[config.mk]
export PLATFORM = sky130hd
export DESIGN_NAME = positional_ordered_list_engine
export DESIGN_NICKNAME = d
export VERILOG_FILES = /design/src/hdl/pole_pkg.sv /design/src/hdl/pole_ram.sv /design/src/hdl/positional_ordered_list_engine.sv
export SDC_FILE = /design/constraint.sdc
export NUM_CORES = 1
export LEC_CHECK = 0
export BUFFER_PORTS_ARGS = -buffer_cell sky130_fd_sc_hd__buf_2
export CORE_ASPECT_RATIO = 1.2
export CORE_MARGIN = 2
export CORE_UTILIZATION = 62
export DETAILED_ROUTE_END_ITERATION = 7
export PLACE_DENSITY = 0.89
export SYNTH_ARGS = -nofsm -noshare
export SYNTH_HDL_FRONTEND = slang
export SYNTH_SLANG_ARGS = --single-unit
[constraint.sdc]
create_clock -name clk -period 4.9 [get_ports clk]
set_input_delay 0.245 -clock clk [delete_from_list [all_inputs] [get_ports clk]]
set_output_delay 0.245 -clock clk [all_outputs]
set_load 0.02 [all_outputs]
[src/hdl/pole_pkg.sv]
// Package for the positional ordered list engine.
// Holds capacity, widths, command and status codes, and the sequencer state type.
package pole_pkg;
  localparam int CAPACITY   = 16;
  localparam int DATA_WIDTH = 32;
  localparam int IW         = $clog2(CAPACITY);
  localparam int CW         = $clog2(CAPACITY + 1);

  typedef enum logic [2:0] {
    CMD_INS_FRONT = 3'd0,
    CMD_INS_BACK  = 3'd1,
    CMD_DEL_FRONT = 3'd2,
    CMD_DEL_BACK  = 3'd3,
    CMD_INS_AT    = 3'd4,
    CMD_DEL_AT    = 3'd5,
    CMD_DUMP      = 3'd6,
    CMD_NONE      = 3'd7
  } cmd_t;

  localparam logic [1:0] ST_OK     = 2'd0;
  localparam logic [1:0] ST_BADPOS = 2'd1;
  localparam logic [1:0] ST_EMPTY  = 2'd2;
  localparam logic [1:0] ST_FULL   = 2'd3;

  typedef enum logic [3:0] {
    S_INIT,   // reset sweep of the link memory
    S_IDLE,
    S_WALK,   // issue read of link at ptr
    S_WAITW,  // link data arrives
    S_FREE,   // read link of free head
    S_FREEW,
    S_VICT,   // read link of ptr, or of victim for del_front
    S_VICTW,
    S_SKIP,   // del_at: read link of victim
    S_SKIPW,  // del_at: relink predecessor past victim
    S_REL,    // del_at: return victim to free list
    S_DREAD,  // dump: read data and link of ptr
    S_DOUT,   // dump: present beat
    S_RESP
  } state_t;
endpackage

[src/hdl/pole_ram.sv]
// Generic single-port RAM with registered read.
// No dependencies.
module pole_ram #(
  parameter int WIDTH = 8,
  parameter int DEPTH = 16
) (
  input  logic                     clk,
  input  logic                     we,
  input  logic [$clog2(DEPTH)-1:0] addr,
  input  logic [WIDTH-1:0]         wdata,
  output logic [WIDTH-1:0]         rdata
);
  logic [WIDTH-1:0] mem [DEPTH];
  always_ff @(posedge clk) begin
    if (we) mem[addr] <= wdata;
    rdata <= mem[addr];
  end
endmodule

[src/hdl/positional_ordered_list_engine.sv]
// Top level of the positional ordered list engine: sequencer over link and data RAMs.
// Depends on pole_pkg and pole_ram.
//
// channel | dir | fields (low bit first)
// s_axis  | in  | tdata: cmd[2:0], position[10:3], value[42:11]
// m_axis  | out | tdata: status[1:0], count[6:2], element[38:7]; tlast: last
//
// After reset a sweep links each entry to the next; no beat is taken during it.
// Front and back inserts and front deletes need no walk; positional commands and
// back deletes walk the links from the head, and a dump reads one element per link.
// One command at a time; a result held by m_axis_tready stalls the sequencer.
module positional_ordered_list_engine import pole_pkg::*; (
  input  logic        clk,
  input  logic        rst,
  input  logic        s_axis_tvalid,
  output logic        s_axis_tready,
  input  logic [47:0] s_axis_tdata,  // cmd, position, value
  output logic        m_axis_tvalid,
  input  logic        m_axis_tready,
  output logic [39:0] m_axis_tdata,  // status, count, element
  output logic        m_axis_tlast   // last
);
  state_t state, state_next;
  cmd_t cmd, cmd_next;
  logic [DATA_WIDTH-1:0] val, val_next;
  logic [IW-1:0] head, head_next, tail, tail_next, fhead, fhead_next;
  logic [CW-1:0] cnt, cnt_next;
  logic [IW-1:0] ptr, ptr_next, nn, nn_next, vic, vic_next;
  logic [CW-1:0] steps, steps_next;
  logic [1:0] st, st_next;
  logic [DATA_WIDTH-1:0] elem, elem_next;
  logic lst, lst_next;
  logic [IW-1:0] sweep, sweep_next;

  logic          l_we, d_we;
  logic [IW-1:0] l_addr, d_addr, l_wd, l_rd;
  logic [DATA_WIDTH-1:0] d_rd;

  pole_ram #(.WIDTH(IW), .DEPTH(CAPACITY)) u_link (
    .clk(clk), .we(l_we), .addr(l_addr), .wdata(l_wd), .rdata(l_rd));
  pole_ram #(.WIDTH(DATA_WIDTH), .DEPTH(CAPACITY)) u_data (
    .clk(clk), .we(d_we), .addr(d_addr), .wdata(val), .rdata(d_rd));

  assign s_axis_tready = (state == S_IDLE);
  assign m_axis_tvalid = (state == S_RESP) || (state == S_DOUT);
  assign m_axis_tdata  = {1'b0, (state == S_DOUT) ? d_rd : elem, cnt, st};
  assign m_axis_tlast  = lst;

  always_ff @(posedge clk) begin
    if (rst) begin
      state <= S_INIT;
      sweep <= '0;
      head  <= '0;
      tail  <= '0;
      fhead <= '0;
      cnt   <= '0;
    end else begin
      state <= state_next;
      sweep <= sweep_next;
      head  <= head_next;
      tail  <= tail_next;
      fhead <= fhead_next;
      cnt   <= cnt_next;
    end
    cmd <= cmd_next; val <= val_next;
    ptr <= ptr_next; nn <= nn_next; vic <= vic_next; steps <= steps_next;
    st <= st_next; elem <= elem_next; lst <= lst_next;
  end

  always_comb begin
    state_next = state; sweep_next = sweep;
    head_next = head; tail_next = tail; fhead_next = fhead; cnt_next = cnt;
    cmd_next = cmd; val_next = val;
    ptr_next = ptr; nn_next = nn; vic_next = vic; steps_next = steps;
    st_next = st; elem_next = elem; lst_next = lst;
    l_we = 1'b0; l_addr = ptr; l_wd = '0;
    d_we = 1'b0; d_addr = ptr;
    unique case (state)
      S_INIT: begin
        l_we = 1'b1; l_addr = sweep; l_wd = sweep + IW'(1);
        sweep_next = sweep + IW'(1);
        if (sweep == IW'(CAPACITY - 1)) state_next = S_IDLE;
      end
      S_IDLE: begin
        if (s_axis_tvalid) begin
          cmd_next = cmd_t'(s_axis_tdata[2:0]);
          val_next = s_axis_tdata[11 +: DATA_WIDTH];
          elem_next = '0; lst_next = 1'b1; st_next = ST_OK;
          state_next = S_RESP;
          ptr_next = head;
          unique case (cmd_t'(s_axis_tdata[2:0]))
            CMD_INS_FRONT, CMD_INS_BACK: begin
              if (cnt == CW'(CAPACITY)) st_next = ST_FULL;
              else begin
                steps_next = '0; state_next = S_FREE;
              end
            end
            CMD_DEL_FRONT: begin
              if (cnt == '0) st_next = ST_EMPTY;
              else begin
                vic_next = head; state_next = S_VICT; steps_next = '0;
              end
            end
            CMD_DEL_BACK: begin
              if (cnt == '0) st_next = ST_EMPTY;
              else if (cnt == CW'(1)) begin
                cmd_next = CMD_DEL_FRONT; vic_next = head; state_next = S_VICT;
              end else begin
                steps_next = cnt - CW'(2); vic_next = tail;
                state_next = (cnt == CW'(2)) ? S_VICT : S_WALK;
              end
            end
            CMD_INS_AT: begin
              if (s_axis_tdata[10:3] == 8'd0 || {1'b0, s_axis_tdata[10:3]} > 9'(cnt) + 9'd1)
                st_next = ST_BADPOS;
              else if (cnt == CW'(CAPACITY)) st_next = ST_FULL;
              else begin
                if (s_axis_tdata[10:3] == 8'd1) cmd_next = CMD_INS_FRONT;
                else if (9'(s_axis_tdata[10:3]) == 9'(cnt) + 9'd1) cmd_next = CMD_INS_BACK;
                steps_next = CW'(s_axis_tdata[10:3] - 8'd2);
                state_next = (s_axis_tdata[10:3] == 8'd1 || s_axis_tdata[10:3] == 8'd2 ||
                              9'(s_axis_tdata[10:3]) == 9'(cnt) + 9'd1) ? S_FREE : S_WALK;
              end
            end
            CMD_DEL_AT: begin
              if (cnt == '0) st_next = ST_EMPTY;
              else if (s_axis_tdata[10:3] == 8'd0 || 9'(s_axis_tdata[10:3]) > 9'(cnt))
                st_next = ST_BADPOS;
              else if (s_axis_tdata[10:3] == 8'd1) begin
                cmd_next = CMD_DEL_FRONT; vic_next = head; state_next = S_VICT;
              end else begin
                if (9'(s_axis_tdata[10:3]) == 9'(cnt)) begin
                  cmd_next = CMD_DEL_BACK; vic_next = tail;
                end
                steps_next = CW'(s_axis_tdata[10:3] - 8'd2);
                state_next = (s_axis_tdata[10:3] == 8'd2) ? S_VICT : S_WALK;
              end
            end
            CMD_DUMP: begin
              if (cnt == '0) st_next = ST_EMPTY;
              else begin
                steps_next = '0; state_next = S_DREAD;
              end
            end
            default: ;
          endcase
        end
      end
      S_WALK: begin
        l_addr = ptr; state_next = S_WAITW;
      end
      S_WAITW: begin
        ptr_next = l_rd; steps_next = steps - CW'(1);
        if (steps == CW'(1)) state_next = (cmd == CMD_INS_AT) ? S_FREE : S_VICT;
        else state_next = S_WALK;
      end
      S_FREE: begin
        l_addr = fhead; state_next = S_FREEW;
      end
      S_FREEW: begin
        // fhead link read; take entry fhead
        fhead_next = l_rd;
        d_we = 1'b1; d_addr = fhead;
        cnt_next = cnt + CW'(1);
        state_next = S_RESP;
        unique case (cmd)
          CMD_INS_FRONT: begin
            if (cnt != '0) begin
              l_we = 1'b1; l_addr = fhead; l_wd = head;
            end else tail_next = fhead;
            head_next = fhead;
          end
          CMD_INS_BACK: begin
            if (cnt != '0) begin
              l_we = 1'b1; l_addr = tail; l_wd = fhead;
            end else head_next = fhead;
            tail_next = fhead;
          end
          default: begin
            // middle insert after ptr: new.link = ptr.link, then ptr.link = new
            nn_next = fhead;
            cnt_next = cnt;
            d_we = 1'b1;
            state_next = S_VICT;
          end
        endcase
      end
      S_VICT: begin
        // read link of ptr (ins_at/del_at/del_back) or of victim (del_front)
        l_addr = (cmd == CMD_DEL_FRONT) ? vic : ptr;
        state_next = S_VICTW;
      end
      S_VICTW: begin
        state_next = S_RESP;
        unique case (cmd)
          CMD_DEL_FRONT: begin
            if (cnt > CW'(1)) head_next = l_rd;
            l_we = 1'b1; l_addr = vic; l_wd = fhead;
            fhead_next = vic; cnt_next = cnt - CW'(1);
          end
          CMD_DEL_BACK: begin
            tail_next = ptr;
            l_we = 1'b1; l_addr = vic; l_wd = fhead;
            fhead_next = vic; cnt_next = cnt - CW'(1);
          end
          CMD_INS_AT: begin
            // l_rd = old successor of ptr; write new.link, then ptr.link next cycle
            l_we = 1'b1; l_addr = nn; l_wd = l_rd;
            vic_next = nn; cmd_next = CMD_NONE; state_next = S_VICTW;
            cnt_next = cnt + CW'(1);
          end
          CMD_NONE: begin
            l_we = 1'b1; l_addr = ptr; l_wd = vic;
          end
          default: begin
            // del_at middle: victim = ptr.link
            vic_next = l_rd; state_next = S_SKIP;
          end
        endcase
      end
      S_SKIP: begin
        l_addr = vic; state_next = S_SKIPW;
      end
      S_SKIPW: begin
        l_we = 1'b1; l_addr = ptr; l_wd = l_rd;
        state_next = S_REL;
      end
      S_REL: begin
        l_we = 1'b1; l_addr = vic; l_wd = fhead;
        fhead_next = vic; cnt_next = cnt - CW'(1);
        state_next = S_RESP;
      end
      S_DREAD: begin
        l_addr = ptr; d_addr = ptr; state_next = S_DOUT;
        elem_next = '0;
        lst_next = (steps + CW'(1) == cnt);
      end
      S_DOUT: begin
        if (m_axis_tready) begin
          ptr_next = l_rd;
          steps_next = steps + CW'(1);
          state_next = (steps + CW'(1) == cnt) ? S_IDLE : S_DREAD;
        end
      end
      S_RESP: begin
        if (m_axis_tready) state_next = S_IDLE;
      end
      default: state_next = S_IDLE;
    endcase
  end
endmodule

==> summary.md <==
| Metric | Value |
|---|---|
| Clock Skews | `30.1 ps` |
| Slew Viols, Final | `0` |
| First-pass GRT wire length | `between 100000 and 150000 um` |
| GR Util All Layers | `0.306` |
| Num rows | `86` |
| Max Cap Viol | `0` |
| Place WS | `1000 ps` |
| Gr ovfl total | `0` |
| Final setup fails | `0` |
| Final core occ | `0.708` |
| Clock sinks | `692` |
| Core ar. | `45700 sq um` |
| Nets | `1908` |
| RSZ-0062 raised after global routing | `false` |
| Layout cells sized above 1 | `0.227` |
| DIE AREA | `47800 sq um` |
| Mapped Area | `about 29000 sq um` |
| Clock Path Buffers | `3` |
| DRT Pass-1 Iters | `7` |
| Async set-reset flop share out of synthesis | `0` |
| Final worst slack | `approximately 870 ps` |
| Area taken by multi-input logic gates | `7980 sq um` |
| CP Class | `reg2reg` |
| Vias in the first global route | `17200` |
| Register area share after synthesis | `0.707` |
| Hold_ws | `between 60 and 70 ps` |
| 1st-iter DRT viols | `about 2200` |
| Layout Cells excl Fill | `2503` |
| Pin count of the biggest net entering global routing | `65` |
| Design Power | `between 10 and 15 mW` |
| Starting density of the core | `0.624` |
| Routed wire length | `71800 um` |
| Post-DP HPWL | `38900 um` |
| Post-route cell area | `32400 sq um` |
| Highest Clock Rate | `248 MHz` |
| HP Class | `in2reg` |
| Worst-path clk slew | `about 70 ps` |
| IO Port Bufs | `approximately 90` |
| Vias | `17000` |
| Static Leak | `about 11 nW` |
| Crit share post-route | `0.822` |
| Main flop type after synthesis | `edfxtp_1` |
| Setup TNS | `0 ps` |
| Peak VDD IR | `roughly 400 uV` |
| Reg2reg setup slack | `870 ps` |
| # H-tree levels | `2` |
| Placed Area | `29900 sq um` |
| Die height | `239 um` |
| I/O pin cnt | `95` |
| Gp weighted congestion | `0.931` |
| Fill cells | `2681` |
| ANT cells | `0` |
| PwrDens | `420 nW/um^2` |
| YS warnings | `0` |
| Area delta synth->final | `13.4%` |
| Critical Path Sink Type | `flip-flop` |
| Via density | `approximately 6.8` |
| Die width | `approximately 200 um` |
| Clk root buf | `clkbuf_16` |
| Placed Cells | `2357` |
| EDFF count, synth | `631` |
| Num CTS Buffers | `60` |
| Clock Latency Late Sink | `between 600 and 700 ps` |
| Final Hold Viols | `0` |
| Post-Synthesis Cells | `1699` |
| Critical Path AT | `4470 ps` |
| #FFs+latches synth | `692` |
| CTS tree | `built` |
| CP Launch Type | `flip-flop` |
| Mean Syn Cell Area | `16.8 sq um` |
| Register area | `20200 sq um` |
| Worst Tran Pin Value | `1300 ps` |
| Antenna violations before repair | `1` |
| Rel. slew slack | `0.128` |
| Post-route DRC | `0` |
| Period minus WS final | `4030 ps` |
| Status | `finished clean` |
| Worst-path maximum fanout | `between 40 and 50` |
| Worst Path Required | `about 5300 ps` |
| Synthesized net count | `1772` |
| DR WL/cell | `28.7 um` |
| DRT antenna net count | `0` |
| Synth cell types | `85` |
cells in the final DEF (no fill, tap or decap), drive strengths merged, types with 9 or more instances in the layout:
cell,instances
a211oi,53
nand2,130
o22ai,10
dlygate4sd3,32
mux4,128
and3,10
buf,141
inv,22
a21oi,37
nor3,16
dfxtp,61
nand3,28
clkinv,24
edfxtp,631
bufinv,11
clkbuf,70
nor2,88
nor4,9
o21ai,22
ha,21
mux2,19
and2,75
xor2,9
mux2i,55
nand2b,14
a31oi,38
xnor2,18
critical path, stage by stage, from the launching register on:
cell	delay (ps)
dfxtp_1	760
buf_4	280
and4bb_1	300
buf_4	300
mux2i_4	870
buf_12	350
mux4_2	360
and2_1	190
a211oi_1	310
a31oi_1	110
synthesized netlist by cell type (5+ instances only):
cell type | count | area share
a21oi_1 | 36 | 0.0063
mux2i_1 | 55 | 0.019
and3_1 | 10 | 0.0022
a211oi_1 | 52 | 0.014
and2_1 | 72 | 0.016
dfxtp_1 | 61 | 0.043
clkbuf_1 | 51 | 0.0067
edfxtp_1 | 631 | 0.66
nand2_1 | 130 | 0.017
o21ai_0 | 20 | 0.0035
nor2b_1 | 6 | 0.0013
xor2_1 | 9 | 0.0028
o22ai_1 | 10 | 0.0022
mux2_2 | 18 | 0.0071
a31oi_1 | 38 | 0.0083
nor4_1 | 7 | 0.0015
mux4_2 | 128 | 0.10
nor3_1 | 16 | 0.0028
inv_1 | 17 | 0.0022
buf_1 | 12 | 0.0016
o211ai_1 | 7 | 0.0018
nand3_1 | 28 | 0.0049
o221ai_1 | 7 | 0.0021
xnor2_1 | 18 | 0.0055
nand4_1 | 7 | 0.0015
nand2b_1 | 14 | 0.0031
ha_1 | 21 | 0.0092
a222oi_1 | 5 | 0.0018
buf_6 | 8 | 0.0032
nor2_1 | 87 | 0.011
buf_2 | 22 | 0.0039
what timing repair did:
| item | CTS | global route |
|---|---|---|
| endpoints found under the hold margin | 32 | 0 |
| hold buffers | 32 | 0 |
| setup buffers | 0 | 0 |
| gates resized for setup | 0 | 0 |
where the power goes:
part	internal, mW	switching, mW	leakage, nW
registers	6.77	0.217	6.19
clock network	2.90	2.21	1.04
logic	0.627	0.858	3.74
logic make-up (layout without fill, tap and decap cells):
group,count (synthesis),after routing,share of synthesized area
compound gates,226,226,0.0552
xor+xnor,28,28,0.00908
fa+ha+maj,23,23,0.00991
buf+inv,118,306,0.0198
flops,692,692,0.707
mux,202,202,0.128
other cells,1,1,0.000131
simple gates,409,409,0.0713
metal layers:
layer	vias to the layer above	routed length [um]	part of all wire	GRT usage
met1	8523	25500	0.35	0.403
met4	0	3000	0.042	0.133
met2	1197	36400	0.51	0.507
met5	-	0	0	0
met3	238	6980	0.097	0.0523
li1	7006	-	-	-
path summary, 6_finish.rpt:
check,from,end,depth (start not counted)
setup / recovery,state[2],u_data.rdata[2],9
setup reg to reg,state[2],u_data.rdata[2],9
hold / removal,s_axis_tvalid,m_axis_tlast,3
hold reg to reg,tail[3],tail[3],2
area by class of cell:
class	count	share of cell area
clock inverters	44	0.0175
multi-input cells	889	0.246
repair buffers	173	0.0385
clock buffers	70	0.0485
well taps	616	0.0238
inverters	19	0.00220
flip-flops and latches	692	0.623
flip-flops by register name, indices dropped and copies added (netlist names):
signal / cells
nn: 4
cmd: 3
steps: 5
st: 2
u_link.rdata: 4
fhead: 4
vic: 4
cnt: 5
u_data.rdata: 32
tail: 4
state: 4
m_axis_tlast: 1
head: 4
u_link.mem: 64
val: 32
ptr: 4
sweep: 4
u_data.mem: 512
Note: power is estimated with default switching activity, not from simulation.
